--- config.mk ---
export PLATFORM = sky130hd
export DESIGN_NAME = tpi_cell
export DESIGN_NICKNAME = d
export VERILOG_FILES = /design/src/hw/rtl/tpi_pkg.sv /design/src/hw/rtl/tpi_cell.sv
export SDC_FILE = /design/constraint.sdc
export NUM_CORES = 1
export LEC_CHECK = 0
export ABC_AREA = 1
export ABC_CLOCK_PERIOD_IN_PS = 800
export BUFFER_PORTS_ARGS = -buffer_cell sky130_fd_sc_hd__buf_2
export CAP_MARGIN = 5
export CORE_AREA = 2 2 459 461
export CTS_BUF_LIST = sky130_fd_sc_hd__clkbuf_4 sky130_fd_sc_hd__clkbuf_8
export CTS_CLUSTER_SIZE = 16
export DETAILED_ROUTE_END_ITERATION = 10
export DIE_AREA = 0 0 461 463
export SLEW_MARGIN = 20
export SYNTH_ARGS = -nofsm -noshare
export SYNTH_HDL_FRONTEND = slang
export SYNTH_SLANG_ARGS = --single-unit
--- constraint.sdc ---
create_clock -name clk_i -period 0.8 [get_ports clk_i]
set_input_delay 0.08 -clock clk_i [delete_from_list [all_inputs] [get_ports clk_i]]
set_output_delay 0.08 -clock clk_i [all_outputs]
set_load 0.01 [all_outputs]
--- src/hw/rtl/tpi_pkg.sv ---
// ----------------------------------------------------------------------------
// tpi_pkg: shared types and constants for the three-plane intersection
// Field layouts, arithmetic widths, codes and divider cell types.
// ----------------------------------------------------------------------------
package tpi_pkg;

  localparam int NORMAL_FRAC_BITS = 14;

  localparam int NRM_W     = 16;
  localparam int DST_W     = 32;
  localparam int EPS_W     = 48;
  localparam int CFG_IDX_W = 1;
  localparam int PNT_W     = 32;

  // exact determinant arithmetic
  localparam int PRD_W = 2 * NRM_W;
  localparam int COF_W = PRD_W + 1;
  localparam int MM_W  = NRM_W + COF_W;
  localparam int MX_W  = DST_W + COF_W;
  localparam int DM_W  = MM_W + 1;
  localparam int DX_W  = MX_W + 1;

  // divider
  localparam int QUO_W     = PNT_W - 1;
  localparam int NUM_W     = DX_W + NORMAL_FRAC_BITS + 1;
  localparam int DIV_STEPS = QUO_W;
  localparam int FRONT_LAT = 5;
  localparam int LATENCY   = FRONT_LAT + DIV_STEPS + 1;

  localparam logic [EPS_W-1:0] MAIN_EPS_RST = EPS_W'(4398047);
  localparam logic [EPS_W-1:0] AUX_EPS_RST  = EPS_W'(17592186);

  localparam logic [PNT_W-1:0] SAT_POS = {1'b0, {(PNT_W-1){1'b1}}};
  localparam logic [PNT_W-1:0] SAT_NEG = {1'b1, {(PNT_W-1){1'b0}}};

  typedef enum logic [CFG_IDX_W-1:0] {
    CFG_MAIN_EPS = 1'b0,
    CFG_AUX_EPS  = 1'b1
  } cfg_idx_e;

  typedef enum logic [1:0] {
    KIND_UNIQUE   = 2'd0,
    KIND_INFINITE = 2'd1,
    KIND_NONE     = 2'd2
  } kind_e;

  typedef struct packed {
    logic signed [NRM_W-1:0] plane_a_normal_x;
    logic signed [NRM_W-1:0] plane_a_normal_y;
    logic signed [NRM_W-1:0] plane_a_normal_z;
    logic signed [DST_W-1:0] plane_a_dist;
    logic signed [NRM_W-1:0] plane_b_normal_x;
    logic signed [NRM_W-1:0] plane_b_normal_y;
    logic signed [NRM_W-1:0] plane_b_normal_z;
    logic signed [DST_W-1:0] plane_b_dist;
    logic signed [NRM_W-1:0] plane_c_normal_x;
    logic signed [NRM_W-1:0] plane_c_normal_y;
    logic signed [NRM_W-1:0] plane_c_normal_z;
    logic signed [DST_W-1:0] plane_c_dist;
  } plane_set_t;

  typedef struct packed {
    logic signed [PNT_W-1:0] point_x;
    logic signed [PNT_W-1:0] point_y;
    logic signed [PNT_W-1:0] point_z;
    kind_e                   solution_kind;
  } point_res_t;

  typedef struct packed {
    logic [NUM_W-1:0] rem;
    logic [NUM_W-1:0] dsh;
    logic [QUO_W-1:0] quo;
    logic             neg;
    logic             ovf;
  } div_lane_t;

  typedef struct packed {
    kind_e                kind;
    div_lane_t [2:0]      lane;
  } div_item_t;

endpackage

--- src/hw/rtl/tpi_cell.sv ---
// ----------------------------------------------------------------------------
// tpi_cell: one divider cell
// Resolves one quotient bit on each of the three lanes per cycle.
// ----------------------------------------------------------------------------
module tpi_cell (
  input  logic               clk_i,
  input  logic               rst_ni,
  input  logic               valid_i,
  input  tpi_pkg::div_item_t item_i,
  output logic               valid_o,
  output tpi_pkg::div_item_t item_o
);
  import tpi_pkg::*;

  logic      valid_q;
  div_item_t item_d, item_q;

  always_comb begin
    logic ge;
    item_d = item_i;
    for (int l = 0; l < 3; l++) begin
      ge = item_i.lane[l].rem >= item_i.lane[l].dsh;
      if (ge) begin
        item_d.lane[l].rem = item_i.lane[l].rem - item_i.lane[l].dsh;
      end
      item_d.lane[l].quo = {item_i.lane[l].quo[QUO_W-2:0], ge};
      item_d.lane[l].dsh = item_i.lane[l].dsh >> 1;
    end
  end

  always_ff @(posedge clk_i or negedge rst_ni) begin
    if (!rst_ni) begin
      valid_q <= 1'b0;
    end else begin
      valid_q <= valid_i;
    end
  end

  always_ff @(posedge clk_i) begin
    item_q <= item_d;
  end

  assign valid_o = valid_q;
  assign item_o  = item_q;

endmodule

==> metrics.csv <==
metric,value,unit
max_slew_margin,63.0,%
antenna_found_initial,40,
htree_levels,3,
hold_viol_final,337,
final_common_cell,nand2_1,
syn_area,38500,um2
async_flop_share,0.171,%
crit_fanout,6,
vias,54500,
final_util,39.0,%
crit_arrival,2.35,ns
drc,0,
synthCells,6434,
io_pins,1178,
initial_core_util,18.4,%
drt_iter0_markers,4646,
synth_cell_type_count,41,
grt_max_degree,56,
p_leak,41.9,nW
track_usage,21.8,%
synth_edf_count,0,
maxSlewViolCount,0,
met2_usage,34.9,%
setup_viol,835,
die_x,461,um
fin_area,81200,um2
cts_tree,done,
use_met1,27.1,%
status,"complete, but fails checks",
multi_input_area,30000,um2
seqCellArea,12300,um2
layout_common_cells,"nand2_1 (1839), buf_4 (1438), inv_1 (1105), buf_2 (708), dlygate4sd3_1 (490)",
fin_crit,1.62,ns
grt_pass1_wl,341,mm
crit_path_start_kind,input port,
violations,"hold timing, setup timing",
place_area,61600,um2
rows,168,
syn2layout_area_growth,111,%
routedWlPerCell,20.3,um
antenna_left,0,
grt_pass1_vias,51700,
cts_buffer_depth,3,
place_hpwl,198,mm
timing.final.ws_setup,-0.819,ns
drt-total-wl,256,mm
powerDensity,1590,nW/um2
core_area,209000,um2
worst_pin_slew,0.550,ns
yosysWarnings,0,
rsz0062_at_grt,yes,
yosys_register_bits,585,
max_freq,618,MHz
whs_path_depth,1,
hold_class,in2reg,
hold_ws,-0.696,ns
gp_congestion,1.01,
die_h,463,um
hold_end,item_o[261],
fillers,21100,
required,1.53,ns
firstDrtPassIters,6,
top_usage_layer,met2,
grt_use_met3,4.38,%
end_kind,flip-flop,
cts_sinks,585,
fin_nets,10600,
grt_remaining_overflow,0,
layout-drive-gt1-share,51.6,%
via_per_inst,4.31,
ir_worst_vdd,1.85,mV
synthFlopType,dfxtp_1,
setup_tns,-494.61,ns
path_class,in2reg,
cts.clk_slew.worst_paths,0.08,ns
cts_root_buf,clkbuf_8,
fin_crit_sh,202,%
syn_avg_cell_area,5.98,um2
die_area,213000,um2
cts_made_buffers,108,
place.port_buffers,1171,
seq_area_frac_synth,30.5,%
worstHoldStart,item_i[262],
cap_viol_max_count,0,
[cell usage after synthesis (30+ instances only)]
cell type | number | area share [%]
dfxtp_1 | 584 | 30
nor2_1 | 539 | 5.3
ha_1 | 243 | 7.9
xor2_1 | 136 | 3.1
a21oi_1 | 244 | 3.2
o21ai_0 | 75 | 0.98
nand2_1 | 2480 | 24
nand3b_1 | 30 | 0.59
inv_1 | 1352 | 13
nor2_2 | 31 | 0.50
nor3_1 | 48 | 0.62
nand4_1 | 33 | 0.54
nand3_1 | 443 | 5.8
o21bai_1 | 48 | 0.94
[stage by stage]
stage	std cells	setup slack [ns]	hold slack (ns)	power (mW)
floorplan	6436	-0.960	-0.216	53.4
global placement	11700	-1.86	-0.145	76.7
detailed placement	11700	-1.88	-0.144	76.8
CTS	12500	-0.837	-0.828	122
global route	12600	-0.836	-0.797	135
finish	12600	-0.819	-0.696	129
[kinds of logic after synthesis]
kind of cell             Yosys count  synth area share, %
AND/OR/NAND/NOR                 3651                 38.4
buffers and inverters           1442                 14.7
other                              1              0.00975
adder cells (fa/ha/maj)          246                 8.06
flip-flops                       585                 30.5
XOR/XNOR                         137                 3.12
AO/OA/AOI/OAI                    372                 5.18
[worst max-delay path, cell delays in order]
cell	delay, ns
buf_2	0.16
inv_2	0.07
ha_4	0.33
nand2_4	0.07
nor2_2	0.09
inv_1	0.07
nor2_2	0.13
nand2_2	0.10
nor2_4	0.10
nand4_1	0.18
nor2_2	0.19
nor2_2	0.07
nand2_4	0.09
buf_12	0.14
clkinv_16	0.09
buf_8	0.14
buf_16	0.14
nand2_2	0.05
nand2_1	0.05
[sequential cells by signal (all words and copies together) (netlist names)]
register,count
item_o,584
valid_o,1
[repair_timing]
action                                   CTS  global route
hold buffers                             477            16
buffers inserted                          76           126
gates resized for setup                 1073          1641
gates cloned                              26            27
pin swaps                                146           423
endpoints found under the setup margin   831           831
endpoints found under the hold margin    583           348
[worst max path at each step]
| stage | slack (ns) | from | depth (start not counted) | end |
|---|---|---|---|---|
| floorplan | -0.96 | item_i[291] | 17 | item_o[349] |
| global placement | -1.86 | item_i[276] | 17 | item_o[360] |
| detailed placement | -1.88 | item_i[276] | 17 | item_o[360] |
| CTS | -0.84 | item_o[387] | 1 | item_o[387] |
| global route | -0.84 | item_i[256] | 20 | item_o[330] |
| finish | -0.82 | item_i[269] | 19 | item_o[326] |
[layout make-up]
class / count / share of cell area, %
antenna: 25 / 0.0770
clock buffer: 154 / 2.43
clock inverter: 43 / 0.866
inverter: 1372 / 6.54
multi-input combinational: 4410 / 36.9
sequential: 585 / 15.1
tap: 2805 / 4.32
timing repair buffer: 3251 / 33.7
timing repair inverter: 1 / 0.0246
[routing by layer]
metal	routed length, um	share of wire [%]
met1	103000	40
met4	16800	6.6
met5	92	0.036
met2	115000	45
met3	21700	8.5
[power by group]
| part | leakage [nW] | switching (mW) | internal (mW) |
|---|---|---|---|
| Combinational | 35.5 | 29.8 | 27.7 |
| Sequential | 4.96 | 2.09 | 32.9 |
| Clock | 1.37 | 15.5 | 21.5 |
| Total | 41.9 | 47.3 | 82.1 |
Note: power is estimated with default switching activity, not from simulation.
